`config.mk`:
```
export PLATFORM = sky130hd
export DESIGN_NAME = rvb_mul
export DESIGN_NICKNAME = d
export VERILOG_FILES = /design/src/rtl/rvb_pkg.sv /design/src/rtl/rvb_mul.sv
export SDC_FILE = /design/constraint.sdc
export NUM_CORES = 1
export LEC_CHECK = 0
export CAP_MARGIN = 20
export CORE_MARGIN = 8
export CORE_UTILIZATION = 23
export DETAILED_ROUTE_END_ITERATION = 10
export DONT_BUFFER_PORTS = 1
export PLACE_DENSITY = 0.38
export RECOVER_POWER = 100
export SYNTH_ARGS = -nofsm -noshare
export SYNTH_HDL_FRONTEND = slang
export SYNTH_SLANG_ARGS = --single-unit
```
`constraint.sdc`:
```
create_clock -name i_clk -period 4.6 [get_ports i_clk]
set_clock_uncertainty 0.1 [all_clocks]
set_input_delay 0.46 -clock i_clk [delete_from_list [all_inputs] [get_ports i_clk]]
set_output_delay 0.46 -clock i_clk [all_outputs]
set_load 0.01 [all_outputs]
```
`src/rtl/rvb_pkg.sv`:
```
`default_nettype none

package rvb_pkg;

    localparam int WIN_MAX_DEF = 1024;
    localparam int MIN_WIN     = 30;
    localparam int FRAC_BITS   = 24;

    localparam int CFG_WIN_W   = 11;
    localparam int CFG_MULT_W  = 16;
    localparam int CFG_IDX_W   = 2;
    localparam int CFG_DATA_W  = 16;

    localparam logic [CFG_IDX_W-1:0] CFG_MEAN_WIN = 2'd0;
    localparam logic [CFG_IDX_W-1:0] CFG_RMS_WIN  = 2'd1;
    localparam logic [CFG_IDX_W-1:0] CFG_MULT     = 2'd2;
    localparam logic [CFG_IDX_W-1:0] CFG_INVERT   = 2'd3;

    localparam int PRICE_W  = 32;
    localparam int STAMP_W  = 48;
    localparam int SQ_VAL_W = 48;
    localparam int LG_INT_W = 6;
    localparam int LG_W     = LG_INT_W + FRAC_BITS;
    localparam int K_W      = 14;

    // serial multiplier: MUL_W x MUL_W, MUL_DIGIT bits of b per cycle
    localparam int MUL_DIGIT = 4;
    localparam int MUL_W     = 33;
    localparam int PROD_W    = 2 * MUL_W;

    // serial divider: one quotient bit per cycle
    localparam int DIV_NW = 64;
    localparam int DIV_DW = 33;

    // serial square root: one root bit per cycle
    localparam int SQRT_W = 64;

    localparam logic [1:0] SIG_NONE  = 2'b00;
    localparam logic [1:0] SIG_BELOW = 2'b01;
    localparam logic [1:0] SIG_ABOVE = 2'b11;

    typedef enum logic [4:0] {
        S_IDLE,
        S_CONV,
        S_CONV_W,
        S_PWIN,
        S_MEAN,
        S_MEAN_W,
        S_SQ,
        S_SQ_W,
        S_DWIN,
        S_MS,
        S_MS_W,
        S_RMS_W,
        S_LG_NORM,
        S_LG_SQ,
        S_LG_SQW,
        S_LG_END,
        S_EMUL,
        S_EMUL_W,
        S_EXP,
        S_EXP_W,
        S_HI,
        S_HI_W,
        S_LO,
        S_LO_W,
        S_OUT
    } t_state;

    typedef logic [FRAC_BITS:1][31:0] t_coef_tab;

    // elaboration only: integer square root
    function automatic logic [63:0] isqrt_const(input logic [63:0] v);
        logic [63:0] x;
        logic [63:0] res;
        logic [63:0] bitv;
        x    = v;
        res  = '0;
        bitv = 64'h4000_0000_0000_0000;
        for (int i = 0; i < 32; i++) begin
            if (x >= res + bitv) begin
                x   = x - (res + bitv);
                res = (res >> 1) + bitv;
            end else begin
                res = res >> 1;
            end
            bitv = bitv >> 2;
        end
        return res;
    endfunction

    // c_i = 2^(2^-i) in Q1.31, each the floored root of the previous
    function automatic t_coef_tab exp_coef_table();
        t_coef_tab   tab;
        logic [63:0] c;
        c = 64'h1_0000_0000;
        for (int i = 1; i <= FRAC_BITS; i++) begin
            c      = isqrt_const(c << 31);
            tab[i] = c[31:0];
        end
        return tab;
    endfunction

    localparam t_coef_tab EXP_COEF = exp_coef_table();

endpackage

`default_nettype wire

```
`src/rtl/rvb_mul.sv`:
```
`default_nettype none

module rvb_mul (
    input  wire logic                      i_clk,
    input  wire logic                      i_rst_n,
    input  wire logic                      i_start,
    input  wire logic [rvb_pkg::MUL_W-1:0] i_a,
    input  wire logic [rvb_pkg::MUL_W-1:0] i_b,
    output logic                           o_done,
    output logic [rvb_pkg::PROD_W-1:0]     o_prod
);

    import rvb_pkg::*;

    localparam int NDIG  = (MUL_W + MUL_DIGIT - 1) / MUL_DIGIT;
    localparam int BS_W  = NDIG * MUL_DIGIT;
    localparam int CNT_W = $clog2(NDIG + 1);
    localparam int PP_W  = MUL_W + MUL_DIGIT;

    logic                 r_busy;
    logic                 r_done;
    logic [CNT_W-1:0]     r_cnt;
    logic [MUL_W-1:0]     r_a;
    logic [BS_W-1:0]      r_b;
    logic [PROD_W-1:0]    r_acc;
    logic [MUL_DIGIT-1:0] dig;
    logic [PP_W-1:0]      pp;

    // MSB digit first: acc = acc * radix + a * digit
    assign dig = r_b[BS_W-1 -: MUL_DIGIT];
    assign pp  = {{MUL_DIGIT{1'b0}}, r_a} * {{MUL_W{1'b0}}, dig};

    always_ff @(posedge i_clk) begin
        if (!i_rst_n) begin
            r_busy <= 1'b0;
            r_done <= 1'b0;
            r_cnt  <= '0;
        end else begin
            r_done <= 1'b0;
            if (i_start) begin
                r_busy <= 1'b1;
                r_cnt  <= CNT_W'(NDIG);
            end else if (r_busy) begin
                r_cnt <= r_cnt - 1'b1;
                if (r_cnt == CNT_W'(1)) begin
                    r_busy <= 1'b0;
                    r_done <= 1'b1;
                end
            end
        end
    end

    always_ff @(posedge i_clk) begin
        if (i_start) begin
            r_a   <= i_a;
            r_b   <= BS_W'(i_b);
            r_acc <= '0;
        end else if (r_busy) begin
            r_acc <= (r_acc << MUL_DIGIT) + PROD_W'(pp);
            r_b   <= r_b << MUL_DIGIT;
        end
    end

    assign o_done = r_done;
    assign o_prod = r_acc;

endmodule

`default_nettype wire

```
Word level (Yosys, flattened, before mapping)
Index checks and enable logic that the tools add are counted.
{"block": "classes", "add_sub_neg": 2, "mul": 1, "eq_ne": 1, "n_mux": 8, "bitwise": 2, "reduce_logical": 3}
{"cell": "$add 66x37->66", "n": 1}
{"cell": "$mux 33", "n": 2}
{"cell": "$mul 33x4->37", "n": 1}
{"cell": "$mux 4", "n": 2}
{"cell": "$eq 4x1->1 const B", "n": 1}
{"cell": "$mux 1", "n": 4}
{"cell": "$sub 4x1->4 const B", "n": 1}
{"cell": "$reduce_or 3->1", "n": 1}
{"cell": "$not 1->1", "n": 2}
{"cell": "$reduce_bool 2->1", "n": 1}
{"cell": "$reduce_or 2->1", "n": 1}
{"block": "word_totals", "reg_bits": 141, "input_bits": 69, "elab_cells": 25}

Longest topological paths before layout
{"block": "depth", "ltp_word": 4, "mapped_depth": 20}

Worst setup path before layout
Ideal clock, no wire load.
{"block": "synth_path", "path_type": "register to register", "startpoint": "register r_b[35]", "endpoint": "register r_acc[60], in the netlist o_prod[60]", "setup_ps": 117, "t_arrival_ps": 4592, "path_slack_ps": -209, "path_stages_with_launch": 19, "n_path_buf": 2, "path_cell_list": "dfxtp_1 clkbuf_1 and2_1 fa_1 fa_1 inv_1 fa_1 inv_1 ha_1 buf_6 a41o_1 a21oi_1 o21ai_1 a221oi_4 o21ai_2 a2111oi_4 nor4_1 xor2_1 a22o_1"}
{"block": "synth_between", "elab_chain_cells": 2}
{"element": "start: declaration", "line_no": "rvb_mul.sv:24", "text": "logic [BS_W-1:0] r_b;"}
{"element": "start signal: assignment", "line_no": "rvb_mul.sv:56", "text": "r_b <= BS_W'(i_b);"}
{"element": "start signal: assignment", "line_no": "rvb_mul.sv:60", "text": "r_b <= r_b << MUL_DIGIT;"}
{"element": "$mul 33x4->37", "line_no": "rvb_mul.sv:31", "text": "assign pp = {{MUL_DIGIT{1'b0}}, r_a} * {{MUL_W{1'b0}}, dig};"}
{"element": "$add 66x37->66", "line_no": "rvb_mul.sv:59", "text": "r_acc <= (r_acc << MUL_DIGIT) + PROD_W'(pp);"}
{"element": "end signal: assignment", "line_no": "rvb_mul.sv:59"}
{"element": "end: declaration", "line_no": "rvb_mul.sv:25", "text": "logic [PROD_W-1:0] r_acc;"}
Every way passes these cells.
A chain may end at the register's enable or synchronous reset.

Worst setup path in the final report
{"block": "layout_path", "startpoint": "register r_b[33]", "endpoint": "register r_acc[37], in the netlist o_prod[37]"}
Same word-level chain as after synthesis.

==> flow_metrics.env <==
export IMPL_status="complete, but fails checks"
export IMPL_violations="max-capacitance violations, max-slew violations, negative setup slack"
export IMPL_postSynth_asyncResetShare_pct=0
export IMPL_hold_slack_ps=78.4
export IMPL_synthTopCellsByArea="edfxtp_1 18%, fa_1 17%, dfxtp_1 14%, and2_1 7.3%, ha_1 5.4%"
export IMPL_crit_chain="buf_12 > and2_1 > fa_1 > fa_1 > fa_1 > ha_4 > a21o_1 > a21oi_2 > a211oi_2 > buf_4 > nor4_4 > o21ai_4 > buf_6 > a21bo_2 > a221oi_2 > xnor2_1 > a22o_1"
export IMPL_path_clk_slew_ps=70
export IMPL_grt_antenna_before_repair=1
export IMPL_wl_per_cell_um=17.7
export IMPL_total_power_mw=5.64
export IMPL_drv_cap=2
export IMPL_worst_slew_pin_slew_ps=1940
export IMPL_drive_gt1_share_pct=30.3
export IMPL_drt_antenna_violating_nets=0
export IMPL_clockRootBuffer="clkbuf_16"
export IMPL_synth_top_area_share_pct=18.3
export IMPL_crit_fanout=8
export IMPL_grt_pass1_wl_um=52000
export IMPL_ir_drop_mv=0.238
export IMPL_viasPerCell=4.35
export IMPL_cts_max_path_buffers=2
export IMPL_clk_insertion_delay_late_ps=490
export IMPL_syn_cell_area_um2=10800
export IMPL_ys_warn_count=0
export IMPL_vias=8165
export IMPL_yosysTopAreaCell="edfxtp_1"
export IMPL_dieHeight_um=233
export IMPL_n_fill_cell=4840
export IMPL_rsz0062_at_grt="true"
export IMPL_hold_class="in -> reg"
export IMPL_cpPeakStageDelay_ps=580
export IMPL_antennaDiodeCount=0
export IMPL_htreeDepth=4
export IMPL_critPathArrivalTime_ps=5050
export IMPL_drt_pre_antenna_iters=4
export IMPL_drv_slew=87
export IMPL_first_iter_violations=302
export IMPL_initial_utilization_pct=23.3
export IMPL_syn_nets=1312
export IMPL_worstPathRequired_ps=4870
export IMPL_fin_crit_ps=4790
export IMPL_post_route_period_util_pct=104
export IMPL_path_class="reg -> reg"
export IMPL_track_usage_pct=12.6
export IMPL_syn_avg_cell_area_um2=9.82
export IMPL_dp_cells=1782
export IMPL_clock_sinks=141
export IMPL_end_kind="register"
export IMPL_setup_ws_ps=-186
export IMPL_yosys_top_cells_count="153 x inv_1, 126 x and2_1, 94 x fa_1"
export IMPL_crit_path_start_kind="register"
export IMPL_finalNonFillerCells=1879
export IMPL_power_density_nw_per_um2=384
export IMPL_cp_common_cell="fa_1"
export IMPL_grt_overflow=0
export IMPL_drc=0
export IMPL_nNetsFinal=1469
export IMPL_hold_viol=0
export IMPL_synth_main_ff_cell="dfxtp_1"
export IMPL_cts_tree="done"
export IMPL_synth_cell_types=60
export IMPL_synth_seq_area_share_pct=32.2
export IMPL_portBuffers=0
export IMPL_place_congestion=0.766
export IMPL_cts_made_buffers=17
export IMPL_std_cell_rows=79
export IMPL_core_um2=46500
export IMPL_max_clock_freq_mhz=209
export IMPL_leakage_nw=6.20
export IMPL_io_pins=136
export IMPL_hpwl_um=23600
export IMPL_syn_inst=1102
export IMPL_drt_total_wl_um=33200
export IMPL_die_w_um=233
export IMPL_finalSetupViolations=35
export IMPL_grt_start_max_net_pins=88
export IMPL_yosys_cell_count_top_type="inv_1"
export IMPL_crit_slowest_cell="fa_1"
export IMPL_grt_pass1_vias=8932
export IMPL_relSlewSlack_pct=-29.2
export IMPL_synth_edff_count=66
export IMPL_yosys_register_bits=141
export IMPL_die_area_um2=54200
export IMPL_syn_to_final_growth_pct=35.7
## layer usage
layer | wire length, um | global-route usage [%] | vias to the layer above
met4 | 633 | 4.46 | 2
met2 | 15900 | 20.4 | 126
met1 | 14600 | 15.4 | 4019
met3 | 2030 | 4.48 | 32
li1 | - | - | 3986
met5 | 9 | 0 | -
## worst paths after layout
check / from / end / slack [ps] / cells past startpoint
max reg2reg: r_b[33]$_SDFFE_PP0P_ / o_prod[37]$_SDFFE_PP0P_ / -190 / 17
min: i_b[0] / r_b[0]$_SDFFCE_PN0P_ / 80 / 1
max: r_b[33]$_SDFFE_PP0P_ / o_prod[37]$_SDFFE_PP0P_ / -190 / 17
min reg2reg: r_cnt[3]$_SDFFE_PN0P_ / o_done$_SDFF_PP0_ / 380 / 1
## registers in the layout, summed over array words and instances (netlist names)
| name | count |
|---|---|
| o_prod | 66 |
| o_done | 1 |
| r_b | 36 |
| r_a | 33 |
| r_cnt | 4 |
| r_busy | 1 |
## area by class of cell
type	count	area, um2	area share (%)
clock buffer	18	429	2.92
clock inverter	14	148	1.01
inverter	153	574	3.91
multi-input combinational	757	7560	51.4
sequential	141	3490	23.8
tap	607	759	5.17
timing repair buffer	189	1730	11.8
## worst max-delay path, delay by kind of cell (launching register included)
kind                       cells  cell delay (ps)
AOI/OAI and AO/OA              7             1320
xor gates and xnor gates       1              100
adders and majority gates      4             1770
buffers and inverters          3              450
DFF                            1              370
and+or+nand+nor                2              550
## where the power goes
group / switching [mW] / internal [mW]
combinational: 1.28 / 1.27
sequential: 0.198 / 1.46
clock: 0.666 / 0.764
## logic make-up after synthesis
| kind of cell | Yosys count | synth area share, % |
|---|---|---|
| simple gates | 340 | 16.8 |
| buf+inv | 204 | 7.24 |
| compound gates | 164 | 10.9 |
| fa+ha+maj | 141 | 22.8 |
| flops | 141 | 32.2 |
| xor+xnor | 57 | 4.61 |
| mux | 55 | 5.42 |
## placed cells by master, fill, tap and decap left out, types with 11 or more instances in the layout
cell type / netlist / final
a211oi_1: 24 / 19
clkbuf_16: 0 / 19
fa_1: 94 / 87
buf_4: 0 / 124
inv_2: 0 / 11
xor2_1: 18 / 17
inv_1: 153 / 142
nand4_1: 17 / 17
and2_1: 126 / 108
nand3_1: 14 / 13
buf_6: 1 / 15
edfxtp_1: 66 / 66
a22o_1: 14 / 14
ha_1: 47 / 22
a21o_1: 19 / 19
nand2_1: 46 / 42
mux2_2: 29 / 29
ha_4: 0 / 24
a21oi_2: 0 / 16
nor2_1: 77 / 69
mux2i_1: 26 / 26
xnor2_1: 39 / 32
a21oi_1: 43 / 22
dfxtp_1: 75 / 71
and2_4: 0 / 18
dlygate4sd3_1: 0 / 35
## per-stage QoR
stage          util [%]  cell area [um2]  TNS, ps  setup slack, ps
6_report           31.6            14700    -3470             -186
5_1_grt            31.6            14700   -12140             -399
4_1_cts            30.2            14000    -5180             -234
3_5_place_dp       26.8            12400   -11270             -483
3_3_place_gp       26.8            12400   -11110             -455
2_1_floorplan         -            10900    -42.7            -22.9
## what timing repair did
action                     in CTS  in global routing
gates cloned                    1                  2
resized for setup             101                105
setup endpoints to repair      46                 48
hold buffers                   36                  0
pin swaps                      50                123
setup buffers                   7                 20
hold endpoints to repair      123                  0
Note: power is estimated with default switching activity, not from simulation.
