File: src/rtl/rvb_pkg.sv
`default_nettype none

package rvb_pkg;

    localparam int WIN_MAX_DEF = 1024;
    localparam int MIN_WIN     = 30;
    localparam int FRAC_BITS   = 24;

    localparam int CFG_WIN_W   = 11;
    localparam int CFG_MULT_W  = 16;
    localparam int CFG_IDX_W   = 2;
    localparam int CFG_DATA_W  = 16;

    localparam logic [CFG_IDX_W-1:0] CFG_MEAN_WIN = 2'd0;
    localparam logic [CFG_IDX_W-1:0] CFG_RMS_WIN  = 2'd1;
    localparam logic [CFG_IDX_W-1:0] CFG_MULT     = 2'd2;
    localparam logic [CFG_IDX_W-1:0] CFG_INVERT   = 2'd3;

    localparam int PRICE_W  = 32;
    localparam int STAMP_W  = 48;
    localparam int SQ_VAL_W = 48;
    localparam int LG_INT_W = 6;
    localparam int LG_W     = LG_INT_W + FRAC_BITS;
    localparam int K_W      = 14;

    // serial multiplier: MUL_W x MUL_W, MUL_DIGIT bits of b per cycle
    localparam int MUL_DIGIT = 4;
    localparam int MUL_W     = 33;
    localparam int PROD_W    = 2 * MUL_W;

    // serial divider: one quotient bit per cycle
    localparam int DIV_NW = 64;
    localparam int DIV_DW = 33;

    // serial square root: one root bit per cycle
    localparam int SQRT_W = 64;

    localparam logic [1:0] SIG_NONE  = 2'b00;
    localparam logic [1:0] SIG_BELOW = 2'b01;
    localparam logic [1:0] SIG_ABOVE = 2'b11;

    typedef enum logic [4:0] {
        S_IDLE,
        S_CONV,
        S_CONV_W,
        S_PWIN,
        S_MEAN,
        S_MEAN_W,
        S_SQ,
        S_SQ_W,
        S_DWIN,
        S_MS,
        S_MS_W,
        S_RMS_W,
        S_LG_NORM,
        S_LG_SQ,
        S_LG_SQW,
        S_LG_END,
        S_EMUL,
        S_EMUL_W,
        S_EXP,
        S_EXP_W,
        S_HI,
        S_HI_W,
        S_LO,
        S_LO_W,
        S_OUT
    } t_state;

    typedef logic [FRAC_BITS:1][31:0] t_coef_tab;

    // elaboration only: integer square root
    function automatic logic [63:0] isqrt_const(input logic [63:0] v);
        logic [63:0] x;
        logic [63:0] res;
        logic [63:0] bitv;
        x    = v;
        res  = '0;
        bitv = 64'h4000_0000_0000_0000;
        for (int i = 0; i < 32; i++) begin
            if (x >= res + bitv) begin
                x   = x - (res + bitv);
                res = (res >> 1) + bitv;
            end else begin
                res = res >> 1;
            end
            bitv = bitv >> 2;
        end
        return res;
    endfunction

    // c_i = 2^(2^-i) in Q1.31, each the floored root of the previous
    function automatic t_coef_tab exp_coef_table();
        t_coef_tab   tab;
        logic [63:0] c;
        c = 64'h1_0000_0000;
        for (int i = 1; i <= FRAC_BITS; i++) begin
            c      = isqrt_const(c << 31);
            tab[i] = c[31:0];
        end
        return tab;
    endfunction

    localparam t_coef_tab EXP_COEF = exp_coef_table();

endpackage

`default_nettype wire

File: src/rtl/rvb_div.sv
`default_nettype none

module rvb_div (
    input  wire logic                       i_clk,
    input  wire logic                       i_rst_n,
    input  wire logic                       i_start,
    input  wire logic [rvb_pkg::DIV_NW-1:0] i_num,
    input  wire logic [rvb_pkg::DIV_DW-1:0] i_den,
    output logic                            o_done,
    output logic [rvb_pkg::DIV_NW-1:0]      o_quot
);

    import rvb_pkg::*;

    localparam int CNT_W = $clog2(DIV_NW + 1);

    logic              r_busy;
    logic              r_done;
    logic [CNT_W-1:0]  r_cnt;
    logic [DIV_NW-1:0] r_q;
    logic [DIV_DW-1:0] r_rem;
    logic [DIV_DW-1:0] r_den;
    logic [DIV_DW:0]   rem_sh;
    logic [DIV_DW:0]   rem_sub;
    logic              ge;

    // restoring division, dividend bits shift out of r_q as quotient bits shift in
    assign rem_sh  = {r_rem, r_q[DIV_NW-1]};
    assign ge      = rem_sh >= {1'b0, r_den};
    assign rem_sub = rem_sh - {1'b0, r_den};

    always_ff @(posedge i_clk) begin
        if (!i_rst_n) begin
            r_busy <= 1'b0;
            r_done <= 1'b0;
            r_cnt  <= '0;
        end else begin
            r_done <= 1'b0;
            if (i_start) begin
                r_busy <= 1'b1;
                r_cnt  <= CNT_W'(DIV_NW);
            end else if (r_busy) begin
                r_cnt <= r_cnt - 1'b1;
                if (r_cnt == CNT_W'(1)) begin
                    r_busy <= 1'b0;
                    r_done <= 1'b1;
                end
            end
        end
    end

    always_ff @(posedge i_clk) begin
        if (i_start) begin
            r_q   <= i_num;
            r_den <= i_den;
            r_rem <= '0;
        end else if (r_busy) begin
            r_rem <= ge ? rem_sub[DIV_DW-1:0] : rem_sh[DIV_DW-1:0];
            r_q   <= {r_q[DIV_NW-2:0], ge};
        end
    end

    assign o_done = r_done;
    assign o_quot = r_q;

endmodule

`default_nettype wire

File: config.mk
export PLATFORM = sky130hd
export DESIGN_NAME = rvb_div
export DESIGN_NICKNAME = d
export VERILOG_FILES = /design/src/rtl/rvb_pkg.sv /design/src/rtl/rvb_div.sv
export SDC_FILE = /design/constraint.sdc
export NUM_CORES = 1
export LEC_CHECK = 0
export BUFFER_PORTS_ARGS = -buffer_cell sky130_fd_sc_hd__buf_2
export CORE_UTILIZATION = 49
export DETAILED_ROUTE_END_ITERATION = 7
export PLACE_DENSITY = 0.76
export SYNTH_ARGS = -nofsm -noshare
export SYNTH_HDL_FRONTEND = slang
export SYNTH_SLANG_ARGS = --single-unit
File: constraint.sdc
create_clock -name i_clk -period 3.1 [get_ports i_clk]
set_clock_uncertainty 0.1 [all_clocks]
set_input_delay 0.62 -clock i_clk [delete_from_list [all_inputs] [get_ports i_clk]]
set_output_delay 0.62 -clock i_clk [all_outputs]
set_load 0.01 [all_outputs]
### Word-level counts from Yosys, hierarchy flattened

Index checks and enable logic that the tools add are counted.

| word-level totals | value |
|---|---|
| register bits after elaboration | 139 |
| logic and storage cells | 25 |

| operators by class | value |
|---|---|
| $add $sub $neg | 2 |
| $lt $le $gt $ge | 1 |
| eq/ne operators | 1 |
| multiplexer cells | 9 |
| bitwise operators | 2 |
| reduce and logical (&&, ||, !) cells | 3 |

Operator list:

| operator | number |
|---|---|
| 64-bit two-way mux | 2 |
| 34-bit by 33-bit greater-or-equal comparator with 1-bit output | 1 |
| 33-bit two-way mux | 1 |
| 33-bit subtractor | 1 |
| 7-bit two-way mux | 2 |
| 7-bit by 1-bit equality test with 1-bit output, second input constant | 1 |
| 7-bit by 1-bit subtractor with 7-bit output, second input constant | 1 |
| 1-bit two-way mux | 4 |
| 3-bit OR reduction | 1 |
| 1-bit NOT | 2 |
| 2-bit nonzero test | 1 |
| 2-bit OR reduction | 1 |

### Longest topological paths before layout

| depth | value |
|---|---|
| depth in word-level cells | 4 |
| gate-level depth with buffers | 14 |

### Worst setup path before layout

Ideal clock, no wire load.

| timing | value |
|---|---|
| kind | reg-to-reg |
| from | reg r_q[63], in the netlist o_quot[63] |
| to | reg r_rem[20] |
| arrival | 3.060 ns |
| required time | 2.909 ns |
| path slack | -0.151 ns |
| cell stages (with the launch flop) | 14 |
| buffers on the path | 1 |
| clock period less this slack | 3.251 ns |
| cells stage by stage | edfxtp_1 inv_1 ha_1 inv_1 fa_1 a21o_1 a221oi_1 o211a_1 nor4_1 o211a_1 o32ai_2 clkbuf_1 nand2_1 a311oi_1 |

| between the ends | value |
|---|---|
| cells in the longest elaborated chain, start to end | 2 |
| elaborated cells between the ends (all ways) | 3 |
| those cells by class | 1 x add/sub; 1 x order compare; 1 x mux |

Ends and longest elaborated chain:

| element | line | text |
|---|---|---|
| start, declared | rvb_div.sv:20 | `logic [DIV_NW-1:0] r_q;` |
| start signal, assigned | rvb_div.sv:54 | `r_q <= i_num;` |
| start signal, assigned | rvb_div.sv:59 | `r_q <= {r_q[DIV_NW-2:0], ge};` |
| 33-bit subtractor / 34-bit by 33-bit greater-or-equal comparator with 1-bit output (equally long branches) | rvb_div.sv:30, rvb_div.sv:29 |  |
| 33-bit two-way mux * | rvb_div.sv:58 | `r_rem <= ge ? rem_sub[DIV_DW-1:0] : rem_sh[DIV_DW-1:0];` |
| end signal, assigned | rvb_div.sv:58 |  |
| end, declared | rvb_div.sv:21 | `logic [DIV_DW-1:0] r_rem;` |

Every way passes the cells marked *; elsewhere a longest branch is shown, timed or not.
A chain may end at the register's enable or synchronous reset.

### Worst setup path in the final report

| timing | value |
|---|---|
| from | reg r_q[63], in the netlist o_quot[63] |
| to | reg r_rem[8] |

Same word-level chain as after synthesis.

==> impl_results.md <==
- Final-stage net count: around 990
- Number of enable flip-flop cells after synthesis: 97
- Total power divided by cell area: around 540 nW/um2
- Post-route minimum period: ~3.0 ns
- Top flip-flop cell by instance count after synthesis: edfxtp_1
- Clock slew seen by the registers of the worst setup and hold paths: roughly 0.060 ns
- Post-synthesis cell type count: 61
- Final Routed Wirelength: about 18000 um
- Layout Area Growth over Synthesis: 23.39%
- Final WS setup: roughly 0.066 ns
- Cell internal power dissipation: 3.666 mW
- Area occupied by registers: 3754 um2
- Arrival time of data at the critical path endpoint: about 3.3 ns
- Synthesis-stage register bit count: 139
- Leading cell type by number of instances after synthesis: edfxtp_1
- Ratio of final minimum period to clock period: 97.87%
- Clk network pwr share: roughly two fifths
- Final estimated routing congestion in global placement: 0.9046
- Number of cells after detailed placement: 1017
- Overflow left after global routing: 0
- H-tree level count: 4
- Count of routing violations after the opening detailed-route iteration: around 370
- Floorplan core area: approximately 15000 um2
- Final setup violation count: 0
- Share of the yosys chip area belonging to registers: between 40% and 50%
- Setup repair after global routing missed its margin: true
- Detailed Routing Iterations Pass 1: 5
- Detailed placer's ending HPWL: between 10000 and 15000 um
- Vias in the first global route: roughly 5700
- Fill cell instance count of the final layout: about 1200
- Number of failing hold endpoints at the final stage: 0
- Sequential cell fraction of total power: between 40 and 50%
- Required time worst endpoint: approximately 3.3 ns
- Clock buffers created by TritonCTS: 17
- Crit-path slowest cell: edfxtp_1
- Share of the synthesized area in the top cell type: 38.79%
- Max-slew headroom: between 50% and 60%
- Achievable clock frequency: 329.6 MHz
- Die Width: 125.8 um
- Net count of the mapped netlist: 816
- Average wire per cell in the routed design: 16.84 um
- Initial standard-cell utilization of the core: 50.90%
- Area of the multi-input gates: between 3000 and 4000 um2
- Max-slew violations: 0
- Overall fraction of global-route tracks in use: around 23%
- Crit Path Class: flip-flop to flip-flop
- Most area-hungry cell type in the Yosys netlist: edfxtp_1
- Syn. warnings: 0
- I/O Pins: ~170
- Kind of launch point of the worst setup path: flip-flop
- Relative contribution of combinational cells to total power: about 17%
- Slack of the worst reg-to-reg path: around 0.066 ns
- TritonCTS clock tree: yes
- Largest net degree at the start of global routing: 65
- Pre-CTS WS: about 0.053 ns
- Sequence of cells on the critical path: inv_1, ha_2, inv_2, fa_2, a21o_1, a221oi_2, o211a_1, nor4_2, o211a_1, o32a_4, buf_12, mux2i_1, a211oi_1
- Largest fanout on the critical path: 7
- DRC Markers: 0
- Number of antenna diodes: 0
- Clk buf depth: 2
- Worst Tran Pin Value: between 0.6 and 0.7 ns
- Buffers on Ports: between 150 and 200
- First-pass GRT wire length: about 28000 um
- Maxcap violations: 0
- Top cells by area, synth: edfxtp_1 (39%), dfxtp_1 (11%), mux2_2 (9.4%), ha_1 (5.8%), mux2i_1 (2.8%)
- Post-synthesis async set-or-reset flop share: 0%
- Fraction of final layout cells sized beyond drive strength 1: between 30 and 40%
- Post-Syn Area per Cell: about 11 um2
- CP max stage delay: 0.38 ns
- Class of the worst hold path: input pin to flip-flop
- Most numerous cell types in the synthesized netlist: edfxtp_1 (97), mux2_2 (63), nand2_1 (55)
- Routed vias: ~5900
- CTS root buffer: clkbuf_16
- Skew-Pair Late Insertion Delay: roughly 0.42 ns
- Cell count after synthesis: 680
- Maximum resistive drop on vdd: 0.0004120 V
- Initial antenna violation count: 2
- Cell leakage power: around 4 nW
- Sw Pwr: between 1 and 1.5 mW
- Number of non-filler instances in the completed layout: 1053
- Vertical die dimension: about 130 um
- Library cell appearing most often on the critical path: o211a_1
- Number of placement rows: 44
- Post-Synthesis Cell Area: approximately 7500 um2
- Result of the run: completed
- # hold bufs at CTS: 0
- Kind of end point of the critical path: flip-flop
- Per-cell via count in the routed design: 5.588
- Worst slack on hold paths: roughly 0.27 ns
- Switching power share of the total: roughly 27%
- Clock sink total: 139
- Floorplan die area: about 16000 um2
- Routed Antenna Nets: 0
## metrics by stage
step | TNS [ns] | instance area, um2 | power (mW) | util [%]
floorplan | 0 | 7520 | 2.821 | -
global placement | 0 | 8607 | 3.115 | 58.34
detailed placement | 0 | 8607 | 3.131 | 58.34
CTS | 0 | 9164 | 5.053 | 62.11
global route | -0.6112 | 9266 | 5.224 | 62.81
finish | 0 | 9266 | 5.026 | 62.81
## routing by layer
metal  vias to the layer above  wire length (um)  share of wire (%)  global-route usage [%]
li1                       2873                 -                  -                       -
met1                      2768              7620                 43                   28.00
met2                       214              8371                 47                   36.83
met3                        27              1387                7.8                   7.392
met4                         2               340                1.9                   8.788
met5                         -                17              0.096                       0
## cells in the final DEF (no fill, tap or decap), types with 7 or more instances in the layout
cell,n
buf_2,163
edfxtp_1,97
mux2_2,63
nand2_1,55
nor2_1,46
dfxtp_1,42
inv_1,39
ha_1,34
a21oi_1,33
buf_4,22
mux2i_1,21
xnor2_1,21
o21ai_1,18
clkbuf_16,18
o21ai_0,15
nand3_1,12
nand4_1,12
a21o_1,12
xor2_1,11
a211oi_1,10
nor3_1,8
nand2b_1,7
## layout make-up
class	instances	area share (%)
Clock buffer	19	4.672
Clock inverter	13	1.337
Inverter	41	1.661
Multi-Input combinational cell	466	37.55
Sequential cell	139	40.51
Tap cell	184	2.484
Timing Repair Buffer	191	11.79
## state kept, by name, summed over array words and instances, names as in the netlist
| name | flops |
|---|---|
| r_den | 33 |
| o_done | 1 |
| o_quot | 64 |
| r_cnt | 7 |
| r_busy | 1 |
| r_rem | 33 |
## power groups by stage
stage                     Sequential, mW  Combinational (mW)  Clock, mW
after floorplan                     2.31               0.507          0
after global routing                2.26               0.945       2.02
after detailed placement            2.28               0.850          0
after CTS                           2.25               0.856       1.95
final                               2.25               0.863       1.92
after global placement              2.28               0.838          0
## path summary, 6_finish.rpt
| path | startpoint | endpoint | cells after the start |
|---|---|---|---|
| setup / recovery | o_quot[63] | r_rem[8] | 13 |
| hold reg to reg | r_rem[7] | r_rem[7] | 2 |
| hold / removal | i_den[20] | r_den[20] | 1 |
| setup reg to reg | o_quot[63] | r_rem[8] | 13 |
## worst max-delay path: cells and delay by family, from the launching register on
family                   cells  cell delay [ns]
AO/OA/AOI/OAI                6             1.49
adder cells (fa/ha/maj)      2             0.53
buffers and inverters        3             0.28
flip-flops                   1             0.38
multiplexers                 1             0.11
AND/OR/NAND/NOR              1             0.05
## logic make-up after synthesis
family                     after synthesis  share of synthesized area (%)
and+or+nand+nor                        169                          10.65
AOI/OAI and AO/OA                      145                          13.08
DFF                                    139                          49.98
muxes                                   84                          12.25
buffers and inverters                   75                          4.215
adders and majority gates               36                          6.098
xor gates and xnor gates                32                          3.732
## repair_timing
action                                  4_1_cts  5_1_grt
buffers inserted                              0        3
endpoints found under the setup margin        0       28
gates resized for setup                       0       10
Note: power is estimated with default switching activity, not from simulation.
